`src/rtl/pecg_pkg.sv`:
```
`timescale 1ns / 1ps
// ----------------------------------------------------------------------------
// pecg_pkg: shared types and constants of the peaking EQ coefficient generator
// Holds the band descriptor, the request and response bundles of the shared
// divider and the square-root unit, fixed-point constants and saturation.
// ----------------------------------------------------------------------------
package pecg_pkg;

  // Default number of equalizer bands
  localparam int MAX_BANDS_DEF = 8;

  // Configuration register indexes
  localparam logic REG_EQ_ENABLED  = 1'b0;
  localparam logic REG_SAMPLE_RATE = 1'b1;

  // Fixed-point constants
  localparam logic [17:0] SAMPLE_RATE_RST = 18'd48000;
  localparam logic [17:0] HALF_PI_Q15     = 18'd51471;   // pi in Q15, halved
  localparam logic [17:0] PI_Q15          = 18'd102943;
  localparam logic [19:0] PI_SQ_Q15       = 20'd323402;  // (pi * pi) >> 15
  localparam logic [16:0] HALF_TURN       = 17'd32768;
  localparam logic [19:0] GAIN_SPAN       = 20'd200;
  localparam logic signed [8:0] GAIN_MAX  = 9'sd200;
  localparam logic signed [8:0] GAIN_MIN  = -9'sd200;

  // Divider widths
  localparam int DIV_NW = 40;
  localparam int DIV_DW = 20;

  // One band as it arrives on the input stream
  typedef struct packed {
    logic [7:0]        band_q;
    logic signed [8:0] band_gain;
    logic [15:0]       band_freq;
    logic              band_on;
    logic [2:0]        band_index;
  } band_t;

  typedef struct packed {
    logic              start;
    logic [DIV_NW-1:0] dividend;
    logic [DIV_DW-1:0] divisor;
  } div_req_t;

  typedef struct packed {
    logic              done;
    logic [DIV_NW-1:0] quot;
  } div_rsp_t;

  typedef struct packed {
    logic        start;
    logic [31:0] radicand;
  } sqrt_req_t;

  typedef struct packed {
    logic        done;
    logic [15:0] root;
  } sqrt_rsp_t;

  // Clamp a wide signed value to the Q15 range
  function automatic logic signed [15:0] sat16(input logic signed [41:0] x);
    logic signed [15:0] r;
    if (x > 42'sd32767) begin
      r = 16'sh7FFF;
    end else if (x < -42'sd32768) begin
      r = 16'sh8000;
    end else begin
      r = x[15:0];
    end
    return r;
  endfunction

endpackage

```
`src/rtl/pecg_div.sv`:
```
`timescale 1ns / 1ps
// ----------------------------------------------------------------------------
// pecg_div: shared restoring divider
// Unsigned 40-by-20 bit division, one quotient bit per cycle. The quotient
// is valid with the done pulse.
// ----------------------------------------------------------------------------
module pecg_div
  import pecg_pkg::*;
(
  input  logic     clk,
  input  logic     rst,
  input  div_req_t req,
  output div_rsp_t rsp
);

  logic              busy;
  logic [5:0]        cnt;
  logic [DIV_NW-1:0] quot;
  logic [DIV_DW-1:0] divisor;
  logic [DIV_DW:0]   rem;
  logic              done;

  logic [DIV_DW:0]   rem_sh;
  logic              fits;

  // One restoring step
  always_comb begin
    rem_sh = {rem[DIV_DW-1:0], quot[DIV_NW-1]};
    fits   = rem_sh >= {1'b0, divisor};
  end

  // Control
  always_ff @(posedge clk) begin
    if (rst) begin
      busy <= 1'b0;
      cnt  <= '0;
      done <= 1'b0;
    end else begin
      done <= busy && (cnt == 6'd1);
      if (req.start) begin
        busy <= 1'b1;
        cnt  <= 6'(DIV_NW);
      end else if (busy) begin
        cnt <= cnt - 6'd1;
        if (cnt == 6'd1) begin
          busy <= 1'b0;
        end
      end
    end
  end

  // Datapath
  always_ff @(posedge clk) begin
    if (req.start) begin
      quot    <= req.dividend;
      divisor <= req.divisor;
      rem     <= '0;
    end else if (busy) begin
      rem  <= fits ? (rem_sh - {1'b0, divisor}) : rem_sh;
      quot <= {quot[DIV_NW-2:0], fits};
    end
  end

  assign rsp.done = done;
  assign rsp.quot = quot;

endmodule

```
`src/rtl/pecg_sqrt.sv`:
```
`timescale 1ns / 1ps
// ----------------------------------------------------------------------------
// pecg_sqrt: integer square root
// Digit-by-digit floor square root of a 32-bit value, one result bit per
// cycle. The root is valid with the done pulse.
// ----------------------------------------------------------------------------
module pecg_sqrt
  import pecg_pkg::*;
(
  input  logic      clk,
  input  logic      rst,
  input  sqrt_req_t req,
  output sqrt_rsp_t rsp
);

  logic        busy;
  logic [4:0]  cnt;
  logic        done;
  logic [31:0] rad;
  logic [17:0] rem;
  logic [15:0] root;

  logic [17:0] rem_sh;
  logic [17:0] trial;
  logic        fits;

  always_comb begin
    rem_sh = {rem[15:0], rad[31:30]};
    trial  = {root, 2'b01};
    fits   = rem_sh >= trial;
  end

  // Control
  always_ff @(posedge clk) begin
    if (rst) begin
      busy <= 1'b0;
      cnt  <= '0;
      done <= 1'b0;
    end else begin
      done <= busy && (cnt == 5'd1);
      if (req.start) begin
        busy <= 1'b1;
        cnt  <= 5'd16;
      end else if (busy) begin
        cnt <= cnt - 5'd1;
        if (cnt == 5'd1) begin
          busy <= 1'b0;
        end
      end
    end
  end

  // Datapath
  always_ff @(posedge clk) begin
    if (req.start) begin
      rad  <= req.radicand;
      rem  <= '0;
      root <= '0;
    end else if (busy) begin
      rad  <= {rad[29:0], 2'b00};
      rem  <= fits ? (rem_sh - trial) : rem_sh;
      root <= {root[14:0], fits};
    end
  end

  assign rsp.done = done;
  assign rsp.root = root;

endmodule

```
`src/rtl/pecg_core.sv`:
```
`timescale 1ns / 1ps
// ----------------------------------------------------------------------------
// pecg_core: coefficient sequencer
// Steps one band through the sine, alpha, amplitude and normalization
// computations on one shared multiplier, the shared divider and the square
// root unit, then streams the five coefficients.
// ----------------------------------------------------------------------------
module pecg_core
  import pecg_pkg::*;
#(
  parameter int MAX_BANDS = MAX_BANDS_DEF
) (
  input  logic               clk,
  input  logic               rst,
  input  logic               eq_enabled,
  input  logic [17:0]        sample_rate,
  input  logic               in_valid,
  output logic               in_ready,
  input  band_t              band_in,
  output logic               out_valid,
  input  logic               out_ready,
  output logic [5:0]         coeff_index,
  output logic signed [15:0] coeff_value,
  output logic               last_coeff
);

  localparam logic [3:0] ST_IDLE    = 4'd0;
  localparam logic [3:0] ST_W0      = 4'd1;
  localparam logic [3:0] ST_SIN_CHK = 4'd2;
  localparam logic [3:0] ST_SIN_TH  = 4'd3;
  localparam logic [3:0] ST_SIN_NUM = 4'd4;
  localparam logic [3:0] ST_SIN_DIV = 4'd5;
  localparam logic [3:0] ST_SIN_END = 4'd6;
  localparam logic [3:0] ST_MSW     = 4'd7;
  localparam logic [3:0] ST_MCW     = 4'd8;
  localparam logic [3:0] ST_ALPHA   = 4'd9;
  localparam logic [3:0] ST_A2      = 4'd10;
  localparam logic [3:0] ST_SQRT    = 4'd11;
  localparam logic [3:0] ST_AA      = 4'd12;
  localparam logic [3:0] ST_ADA     = 4'd13;
  localparam logic [3:0] ST_FIN     = 4'd14;
  localparam logic [3:0] ST_EMIT    = 4'd15;

  logic [3:0]  state;
  logic        pend;
  logic [2:0]  band;
  logic        gneg;
  logic [7:0]  gmag;
  logic [7:0]  qf;
  logic [16:0] half;
  logic [16:0] ang;
  logic        sphase;
  logic [16:0] sin_res;
  logic [16:0] sh;
  logic [16:0] ch;
  logic [35:0] prod;
  logic [15:0] sw0;
  logic signed [15:0] cw0;
  logic [17:0] alpha;
  logic [16:0] a2sq;
  logic [15:0] amp;
  logic [15:0] alpha_a;
  logic [17:0] alpha_div;
  logic [2:0]  k;
  logic signed [15:0] res [5];

  // Frequency held for the first division
  logic [15:0] band_in_freq_q;

  div_req_t  dreq;
  div_rsp_t  drsp;
  sqrt_req_t sreq;
  sqrt_rsp_t srsp;

  logic [17:0] mul_a;
  logic [17:0] mul_b;
  logic [16:0] th;
  logic signed [8:0] gain_sat;
  logic signed [41:0] num_s;
  logic signed [41:0] num_mag;
  logic signed [15:0] a0;
  logic signed [41:0] m2c;
  logic signed [41:0] quot_s;
  logic [32:0] half_raw;

  pecg_div u_div (.clk(clk), .rst(rst), .req(dreq), .rsp(drsp));
  pecg_sqrt u_sqrt (.clk(clk), .rst(rst), .req(sreq), .rsp(srsp));

  // Input gain clamped to the supported range
  always_comb begin
    if (band_in.band_gain > GAIN_MAX) begin
      gain_sat = GAIN_MAX;
    end else if (band_in.band_gain < GAIN_MIN) begin
      gain_sat = GAIN_MIN;
    end else begin
      gain_sat = band_in.band_gain;
    end
  end

  // Shared multiplier operands
  assign th = prod[31:15];
  always_comb begin
    mul_a = '0;
    mul_b = '0;
    case (state)
      ST_SIN_TH: begin
        mul_a = {1'b0, ang};
        mul_b = HALF_PI_Q15;
      end
      ST_SIN_NUM: begin
        mul_a = {1'b0, th};
        mul_b = PI_Q15 - {1'b0, th};
      end
      ST_MSW: begin
        mul_a = {1'b0, sh};
        mul_b = {1'b0, ch};
      end
      ST_MCW: begin
        mul_a = {1'b0, sh};
        mul_b = {1'b0, sh};
      end
      ST_AA: begin
        mul_a = alpha;
        mul_b = {2'b00, amp};
      end
      default: begin
        mul_a = '0;
        mul_b = '0;
      end
    endcase
  end

  // Numerators of the normalized coefficients and the common a0
  always_comb begin
    m2c = -42'sd2 * 42'(cw0);
    a0  = sat16(42'sd32768 + $signed({24'b0, alpha_div}));
    case (k)
      3'd0:    num_s = 42'(sat16(42'sd32768 + $signed({26'b0, alpha_a})));
      3'd1:    num_s = 42'(sat16(m2c));
      3'd2:    num_s = 42'(sat16(42'sd32768 - $signed({26'b0, alpha_a})));
      3'd3:    num_s = m2c;
      default: num_s = 42'sd32768 - $signed({24'b0, alpha_div});
    endcase
    num_mag = (num_s < 0) ? -num_s : num_s;
    quot_s  = $signed({2'b00, drsp.quot});
  end

  // Requests to the divider and the square-root unit
  always_comb begin
    dreq     = '0;
    sreq     = '0;
    half_raw = drsp.quot[32:0];
    if (!pend) begin
      case (state)
        ST_W0: begin
          dreq.start    = 1'b1;
          dreq.dividend = {8'b0, band_in_freq_q, 16'b0};
          dreq.divisor  = {2'b00, sample_rate};
        end
        ST_SIN_DIV: begin
          dreq.start    = 1'b1;
          dreq.dividend = {2'b00, prod[35:13], 15'b0};
          dreq.divisor  = PI_SQ_Q15;
        end
        ST_ALPHA: begin
          dreq.start    = (qf != 8'd0);
          dreq.dividend = 40'({sw0, 3'b000}) + 40'({sw0, 1'b0});
          dreq.divisor  = {11'b0, qf, 1'b0};
        end
        ST_A2: begin
          dreq.start    = 1'b1;
          dreq.dividend = {17'b0, gmag, 15'b0};
          dreq.divisor  = GAIN_SPAN;
        end
        ST_SQRT: begin
          sreq.start    = 1'b1;
          sreq.radicand = {a2sq, 15'b0};
        end
        ST_ADA: begin
          dreq.start    = (amp != 16'd0);
          dreq.dividend = {7'b0, alpha, 15'b0};
          dreq.divisor  = {4'b0, amp};
        end
        ST_FIN: begin
          dreq.start    = 1'b1;
          dreq.dividend = {7'b0, num_mag[17:0], 15'b0};
          dreq.divisor  = {4'b0, a0};
        end
        default: begin
          dreq = '0;
          sreq = '0;
        end
      endcase
    end
  end

  // Sequencer
  always_ff @(posedge clk) begin
    if (rst) begin
      state <= ST_IDLE;
      pend  <= 1'b0;
      k     <= '0;
    end else begin
      if (dreq.start || sreq.start) begin
        pend <= 1'b1;
      end else if (drsp.done || srsp.done) begin
        pend <= 1'b0;
      end
      unique case (state)
        ST_IDLE: begin
          if (in_valid && (int'(band_in.band_index) < MAX_BANDS)) begin
            k <= '0;
            if (!eq_enabled) begin
              state <= ST_EMIT;
            end else if (band_in.band_on && (band_in.band_freq != 16'd0) &&
                         (sample_rate != 18'd0)) begin
              state <= ST_W0;
            end
          end
        end
        ST_W0:      if (drsp.done) state <= ST_SIN_CHK;
        ST_SIN_CHK: begin
          if ((ang == 17'd0) || (ang >= HALF_TURN)) begin
            state <= ST_SIN_END;
          end else begin
            state <= ST_SIN_TH;
          end
        end
        ST_SIN_TH:  state <= ST_SIN_NUM;
        ST_SIN_NUM: state <= ST_SIN_DIV;
        ST_SIN_DIV: if (drsp.done) state <= ST_SIN_END;
        ST_SIN_END: state <= sphase ? ST_MSW : ST_SIN_CHK;
        ST_MSW:     state <= ST_MCW;
        ST_MCW:     state <= ST_ALPHA;
        ST_ALPHA: begin
          if ((!pend && (qf == 8'd0)) || drsp.done) state <= ST_A2;
        end
        ST_A2:      if (drsp.done) state <= ST_SQRT;
        ST_SQRT:    if (srsp.done) state <= ST_AA;
        ST_AA:      state <= ST_ADA;
        ST_ADA: begin
          if ((!pend && (amp == 16'd0)) || drsp.done) state <= ST_FIN;
        end
        ST_FIN: begin
          if (drsp.done) begin
            if (k == 3'd4) begin
              k     <= '0;
              state <= ST_EMIT;
            end else begin
              k <= k + 3'd1;
            end
          end
        end
        ST_EMIT: begin
          if (out_ready) begin
            if (k == 3'd4) begin
              state <= ST_IDLE;
            end else begin
              k <= k + 3'd1;
            end
          end
        end
        default: state <= ST_IDLE;
      endcase
    end
  end

  // Datapath registers
  always_ff @(posedge clk) begin
    case (state)
      ST_IDLE: begin
        band           <= band_in.band_index;
        band_in_freq_q <= band_in.band_freq;
        gneg           <= gain_sat[8];
        gmag           <= gain_sat[8] ? 8'(-gain_sat) : gain_sat[7:0];
        qf             <= band_in.band_q;
        sphase         <= 1'b0;
        res[0]         <= 16'sh7FFF;
        for (int i = 1; i < 5; i++) begin
          res[i] <= '0;
        end
      end
      ST_W0: begin
        if (drsp.done) begin
          if (half_raw[32:1] > {15'b0, HALF_TURN}) begin
            half <= HALF_TURN;
            ang  <= HALF_TURN;
          end else begin
            half <= half_raw[17:1];
            ang  <= half_raw[17:1];
          end
        end
      end
      ST_SIN_CHK: begin
        sin_res <= (ang == 17'd0) ? 17'd0 : 17'd32767;
      end
      ST_SIN_TH, ST_SIN_NUM, ST_MSW, ST_AA: begin
        prod <= mul_a * mul_b;
      end
      ST_SIN_DIV: begin
        if (drsp.done) sin_res <= drsp.quot[16:0];
      end
      ST_SIN_END: begin
        // Sine of the half angle first, then its cosine as the sine of the rest
        if (!sphase) begin
          sh     <= sin_res;
          sphase <= 1'b1;
          ang    <= HALF_TURN - half;
        end else begin
          ch <= sin_res;
        end
      end
      ST_MCW: begin
        sw0  <= sat16(42'({prod[35:15], 1'b0}));
        prod <= mul_a * mul_b;
      end
      ST_ALPHA: begin
        if (!pend) begin
          cw0 <= sat16(42'sd32768 - $signed({5'b0, prod[35:15], 1'b0}));
          if (qf == 8'd0) alpha <= {2'b00, sw0};
        end else if (drsp.done) begin
          alpha <= drsp.quot[17:0];
        end
      end
      ST_A2: begin
        if (drsp.done) begin
          a2sq <= gneg ? (HALF_TURN - drsp.quot[16:0]) : (HALF_TURN + drsp.quot[16:0]);
        end
      end
      ST_SQRT: begin
        if (srsp.done) amp <= srsp.root[15] ? 16'd32767 : srsp.root;
      end
      ST_ADA: begin
        if (!pend) begin
          alpha_a <= sat16(42'(prod[35:15]));
          if (amp == 16'd0) alpha_div <= alpha;
        end else if (drsp.done) begin
          alpha_div <= {2'b00, sat16(quot_s)};
        end
      end
      ST_FIN: begin
        if (drsp.done) res[k] <= sat16((num_s < 0) ? -quot_s : quot_s);
      end
      default: begin
      end
    endcase
  end

  // Output side
  assign in_ready    = (state == ST_IDLE);
  assign out_valid   = (state == ST_EMIT);
  assign coeff_index = 6'({3'b000, band} * 6'd5) + {3'b000, k};
  assign coeff_value = res[k];
  assign last_coeff  = (k == 3'd4);

endmodule

```
`src/rtl/peaking_eq_coeff_generator.sv`:
```
`timescale 1ns / 1ps
// ----------------------------------------------------------------------------
// peaking_eq_coeff_generator: peaking EQ biquad coefficient generator
// Turns one equalizer band description into five Q15 coefficient writes.
// ----------------------------------------------------------------------------
// Usage:
//   The slave stream takes one band per transfer. The master stream returns
//   the coefficients b0, b1, b2, a1, a2 at index band*5+k, with tlast on a2.
//   Registers eq_enabled and sample_rate are written through the cfg port;
//   the user does so only while no band is in flight; this is not enforced.
//   With the equalizer off a band gives the identity set in the cycle
//   after its transfer. With it on, a band goes through up to eleven
//   divisions on the shared divider, a square root and the multiply steps
//   before its first coefficient. The five result transfers follow, one per
//   cycle while m_tready is high. Bands past MAX_BANDS give no output, nor
//   do disabled or zero-frequency bands or a zero sample rate, equalizer on.
//   s_tready is high only while the block is idle; a stalled master stream
//   holds the current coefficient until it is taken.
//   Reset (synchronous) returns to idle, turns the equalizer off and sets the
//   sample rate to 48000 Hz.
// ----------------------------------------------------------------------------
module peaking_eq_coeff_generator
  import pecg_pkg::*;
#(
  parameter int MAX_BANDS = MAX_BANDS_DEF
) (
  input  logic        clk,
  input  logic        rst,
  input  logic        s_tvalid,
  output logic        s_tready,
  // band_index[2:0], band_on[3], band_freq[19:4], band_gain[28:20], band_q[36:29]
  input  logic [39:0] s_tdata,
  output logic        m_tvalid,
  input  logic        m_tready,
  // coeff_index[5:0], coeff_value[21:6]
  output logic [23:0] m_tdata,
  output logic        m_tlast,
  input  logic        cfg_we,
  input  logic        cfg_addr,
  input  logic [17:0] cfg_wdata
);

  logic        eq_enabled;
  logic [17:0] sample_rate;
  band_t       band_in;
  logic [5:0]  coeff_index;
  logic signed [15:0] coeff_value;

  // Configuration registers
  always_ff @(posedge clk) begin
    if (rst) begin
      eq_enabled  <= 1'b0;
      sample_rate <= SAMPLE_RATE_RST;
    end else if (cfg_we) begin
      unique case (cfg_addr)
        REG_EQ_ENABLED:  eq_enabled  <= cfg_wdata[0];
        REG_SAMPLE_RATE: sample_rate <= cfg_wdata;
        default:         eq_enabled  <= eq_enabled;
      endcase
    end
  end

  // Unpack the band descriptor
  assign band_in = s_tdata[36:0];

  pecg_core #(.MAX_BANDS(MAX_BANDS)) u_core (
    .clk         (clk),
    .rst         (rst),
    .eq_enabled  (eq_enabled),
    .sample_rate (sample_rate),
    .in_valid    (s_tvalid),
    .in_ready    (s_tready),
    .band_in     (band_in),
    .out_valid   (m_tvalid),
    .out_ready   (m_tready),
    .coeff_index (coeff_index),
    .coeff_value (coeff_value),
    .last_coeff  (m_tlast)
  );

  assign m_tdata = {2'b00, coeff_value, coeff_index};

  // One band at a time: no new band while coefficients are pending
  assert property (@(posedge clk) disable iff (rst) m_tvalid |-> !s_tready)
    else $error("input accepted while coefficients pending");

  // A coefficient set is streamed without gaps until its last transfer
  assert property (@(posedge clk) disable iff (rst)
    (m_tvalid && m_tready && !m_tlast) |=> m_tvalid)
    else $error("gap inside a coefficient burst");

  // With the equalizer off an in-range band is answered in the next cycle
  assert property (@(posedge clk) disable iff (rst)
    (s_tvalid && s_tready && !eq_enabled && (int'(s_tdata[2:0]) < MAX_BANDS))
      |=> (m_tvalid && (m_tdata[21:6] == 16'h7FFF)))
    else $error("identity set not produced");

endmodule

```
`config.mk`:
```
export PLATFORM = sky130hd
export DESIGN_NAME = peaking_eq_coeff_generator
export DESIGN_NICKNAME = d
export VERILOG_FILES = /design/src/rtl/pecg_pkg.sv /design/src/rtl/pecg_div.sv /design/src/rtl/pecg_sqrt.sv /design/src/rtl/pecg_core.sv /design/src/rtl/peaking_eq_coeff_generator.sv
export SDC_FILE = /design/constraint.sdc
export NUM_CORES = 2
export LEC_CHECK = 0
export BUFFER_PORTS_ARGS = -buffer_cell sky130_fd_sc_hd__buf_4
export CAP_MARGIN = 20
export CORE_AREA = 2 2 206 410
export CTS_CLUSTER_DIAMETER = 100
export DETAILED_ROUTE_END_ITERATION = 16
export DIE_AREA = 0 0 208 412
export GPL_ROUTABILITY_DRIVEN = 0
export PLACE_DENSITY_LB_ADDON = 0.08
export SLEW_MARGIN = 10
export SYNTH_ARGS = -nofsm -noshare
export SYNTH_HDL_FRONTEND = slang
export SYNTH_SLANG_ARGS = --single-unit
export TNS_END_PERCENT = 5
```
`constraint.sdc`:
```
create_clock -name clk -period 11.7 [get_ports clk]
set_input_delay 2.34 -clock clk [delete_from_list [all_inputs] [get_ports clk]]
set_output_delay 2.34 -clock clk [all_outputs]
set_load 0.02 [all_outputs]
```
==> results.toml <==
[status]
status = "finished, final reports clean"

[yosys]
synthXorXnorAreaFrac_pct = 4.02
yosysWarnings = 0
syn-mean-instance-area_um2 = 9.83
seq_area_frac_synth_pct = 38.8
postSynth.asyncResetShare_pct = 0
synth_edf_count = 465
synth_top_family_by_area = "adder cells"
synth_compound_area_share_pct = 11.0
ys_ff_latch = 562
synthMuxAreaShare_pct = 4.13
synth_top_area_cell = "edfxtp_1"
yosysMostFrequentCell = "nand2_1"
ys_top_cells_by_count = "nand2_1, edfxtp_1, nor2_1"
synthSimpleGateAreaFrac_pct = 17.6
synth_fa_ha_area_share_pct = 18.5
syn_inst = 4170
synth_top_area_share_pct = 34.1
ys.flop_type = "edfxtp_1"
synth_area_leaders = "edfxtp_1, fa_1, ha_1, nand2_1, dfxtp_1"
netlist_area_um2 = 41000
ys_types = 101

[setup_path]
critPathMostFrequentCell = "fa_1"
cp_num_buf_inv = 6
cp-end-kind = "register"
critPathSlowestCell = "nor3b_1"
critPathLaunchType = "register"
cp_slowest_stage_delay_ns = 0.72
required_ns = 12.06
crit_family = "adder cells"
crit_fanout = 10
rr_worst_depth = 30
crit_type = "register to register"
path_depth = 30
crit_arrival_ns = 10.21

[global_route]
antenna_found_initial = 3
overflow = 0
grt_max_degree = 56
grt_pass1_vias = 32535
grt_pass1_wl_um = 204000
grt_usage_pct = 32.1

[timing]
setup_violations = 0
slew_headroom_pct = 15.5
max_freq_mhz = 102
setup_ws_ns = 1.85
min_period_over_period_pct = 84.2
fin_setup_tns_ns = 0
final_max_slew_viol_count = 0
hold_viol_final = 0
skew_ns = 0.0346
min_period_ns = 9.85
rsz0062_at_grt = "no"
worst_pin_slew_ns = 1.25

[pwr]
p_leak_nw = 17.5
powerDensity_nw_per_um2 = 232
max-vdd-ir-drop_uv = 162

[floorplanning]
core_um2 = 82400
dieWidth_um = 208
dieArea_um2 = 85700
io_pins = 91
std_cell_rows = 149
start_util_pct = 49.8
die-height_um = 412

[placed_design]
pre_cts_slack_ns = 1.98
dp_hpwl_um = 108000
portBuffers = 85

[clock_network]
cts_buffers = 49
cts.reportedPaths.clkPinSlew_ns = 0.07
cts_setup_buffers = 0
clock_path_buffers = 3
cts_sinks = 562
cts_tree = "built"
cts_hold_buf = 0
worstSkewPairLatency_ns = 0.64
cts_resized = 0
htreeDepth = 2
clockRootBuffer = "clkbuf_16"

[worst_hold_path]
holdCritPathClass = "register to register"
hold_depth = 0

[run]
cap_violations = 0

[layout]
drive_above_1_share_pct = 9.55
synthToLayoutAreaGrowth_pct = 8.17
nets = 4674
num_antenna_cells = 0

[route]
drc = 0
drt.antenna.violating_nets = 0
vias = 31711
dr.pass1.iters = 6
via_per_inst = 6.04
drt-initial-drc-count = 2596
post_drt_wl_per_cell_um = 26.2
routed_wl_um = 138000
-- worst register-to-register path: cells and delay by family, from the launching register on --
kind / cells / cell delay, ns
AOI/OAI and AO/OA: 10 / 2.71
xor gates and xnor gates: 1 / 0.08
adders and majority gates: 8 / 3.69
buffers and inverters: 6 / 0.93
DFF: 1 / 0.37
and+or+nand+nor: 5 / 1.84
-- path summary, 6_finish.rpt --
check,from,endpoint,slack [ns]
setup / recovery,u_core.prod[21],u_core.prod[35],1.85
hold / removal,u_core.sin_res[0],u_core.ch[0],0.46
setup reg to reg,u_core.prod[21],u_core.prod[35],1.85
hold reg to reg,u_core.sin_res[0],u_core.ch[0],0.46
-- final cells by class --
class	instances	area (um^2)
fill	7616	38100
multi-input combinational	2980	22800
sequential	562	15900
inverter	408	1530
tap	1057	1320
clock buffer	55	1250
timing repair buffer	157	1190
clock inverter	35	379
-- cells by family (layout without fill, tap and decap cells) --
logic type | Yosys count | after routing
simple gates | 1544 | 1544
compound gates | 663 | 663
buf+inv | 634 | 655
flops | 562 | 562
fa+ha+maj | 452 | 452
xor+xnor | 188 | 188
mux | 125 | 125
other cells | 2 | 8
-- placed cells by master (no fill, tap or decap), types with 26 or more instances in the layout --
| master | n |
|---|---|
| nor3_1 | 68 |
| a31oi_1 | 33 |
| nor4_1 | 44 |
| fa_1 | 257 |
| mux2_2 | 33 |
| nand2b_1 | 50 |
| nand4_1 | 51 |
| or4_1 | 26 |
| a21oi_1 | 162 |
| clkbuf_16 | 49 |
| xnor2_1 | 119 |
| dfxtp_1 | 93 |
| buf_4 | 155 |
| nand2_1 | 620 |
| or3_1 | 34 |
| inv_1 | 390 |
| nand3_1 | 59 |
| mux2i_1 | 60 |
| o21ai_0 | 135 |
| nor2_1 | 400 |
| and2_1 | 50 |
| xor2_1 | 69 |
| a21o_1 | 35 |
| edfxtp_1 | 465 |
| mux4_2 | 32 |
| a211oi_1 | 27 |
| ha_1 | 195 |
-- per-stage QoR --
stage / utilization (%) / cells / total power, W / area (um^2) / hold slack, ns
finish: 53.8 / 5254 / 0.0103 / 44300 / 0.457
global route: 53.8 / 5254 / 0.0110 / 44300 / 0.468
CTS: 53.8 / 5252 / 0.0103 / 44300 / 0.450
detailed placement: 51.8 / 5162 / 0.00853 / 42700 / 0.432
global placement: 51.8 / 5162 / 0.00847 / 42700 / 0.422
floorplan: - / 4176 / 0.00664 / 41000 / 0.421
-- power breakdown --
group          switching, W  internal (W)  total [W]
clock              0.000819      0.000899    0.00172
combinational       0.00361       0.00181    0.00542
sequential         0.000397       0.00274    0.00314
-- sequential cells by signal, indices dropped and copies added, names as in the netlist, 18 cells and up, named ones only --
register,flops
u_core.prod,23
u_core.alpha,18
u_core.u_div.divisor,19
u_core.res,128
u_core.alpha_div,18
u_core.u_div.rem,20
u_core.u_div.quot,40
sample_rate,18
-- per-layer routing --
layer | GRT usage, % | share of wire [%]
met1 | 30.8 | 32
met2 | 59.5 | 52
met3 | 3.98 | 5.0
met4 | 29.2 | 11
met5 | 0 | 0.011
Note: power is estimated with default switching activity, not from simulation.
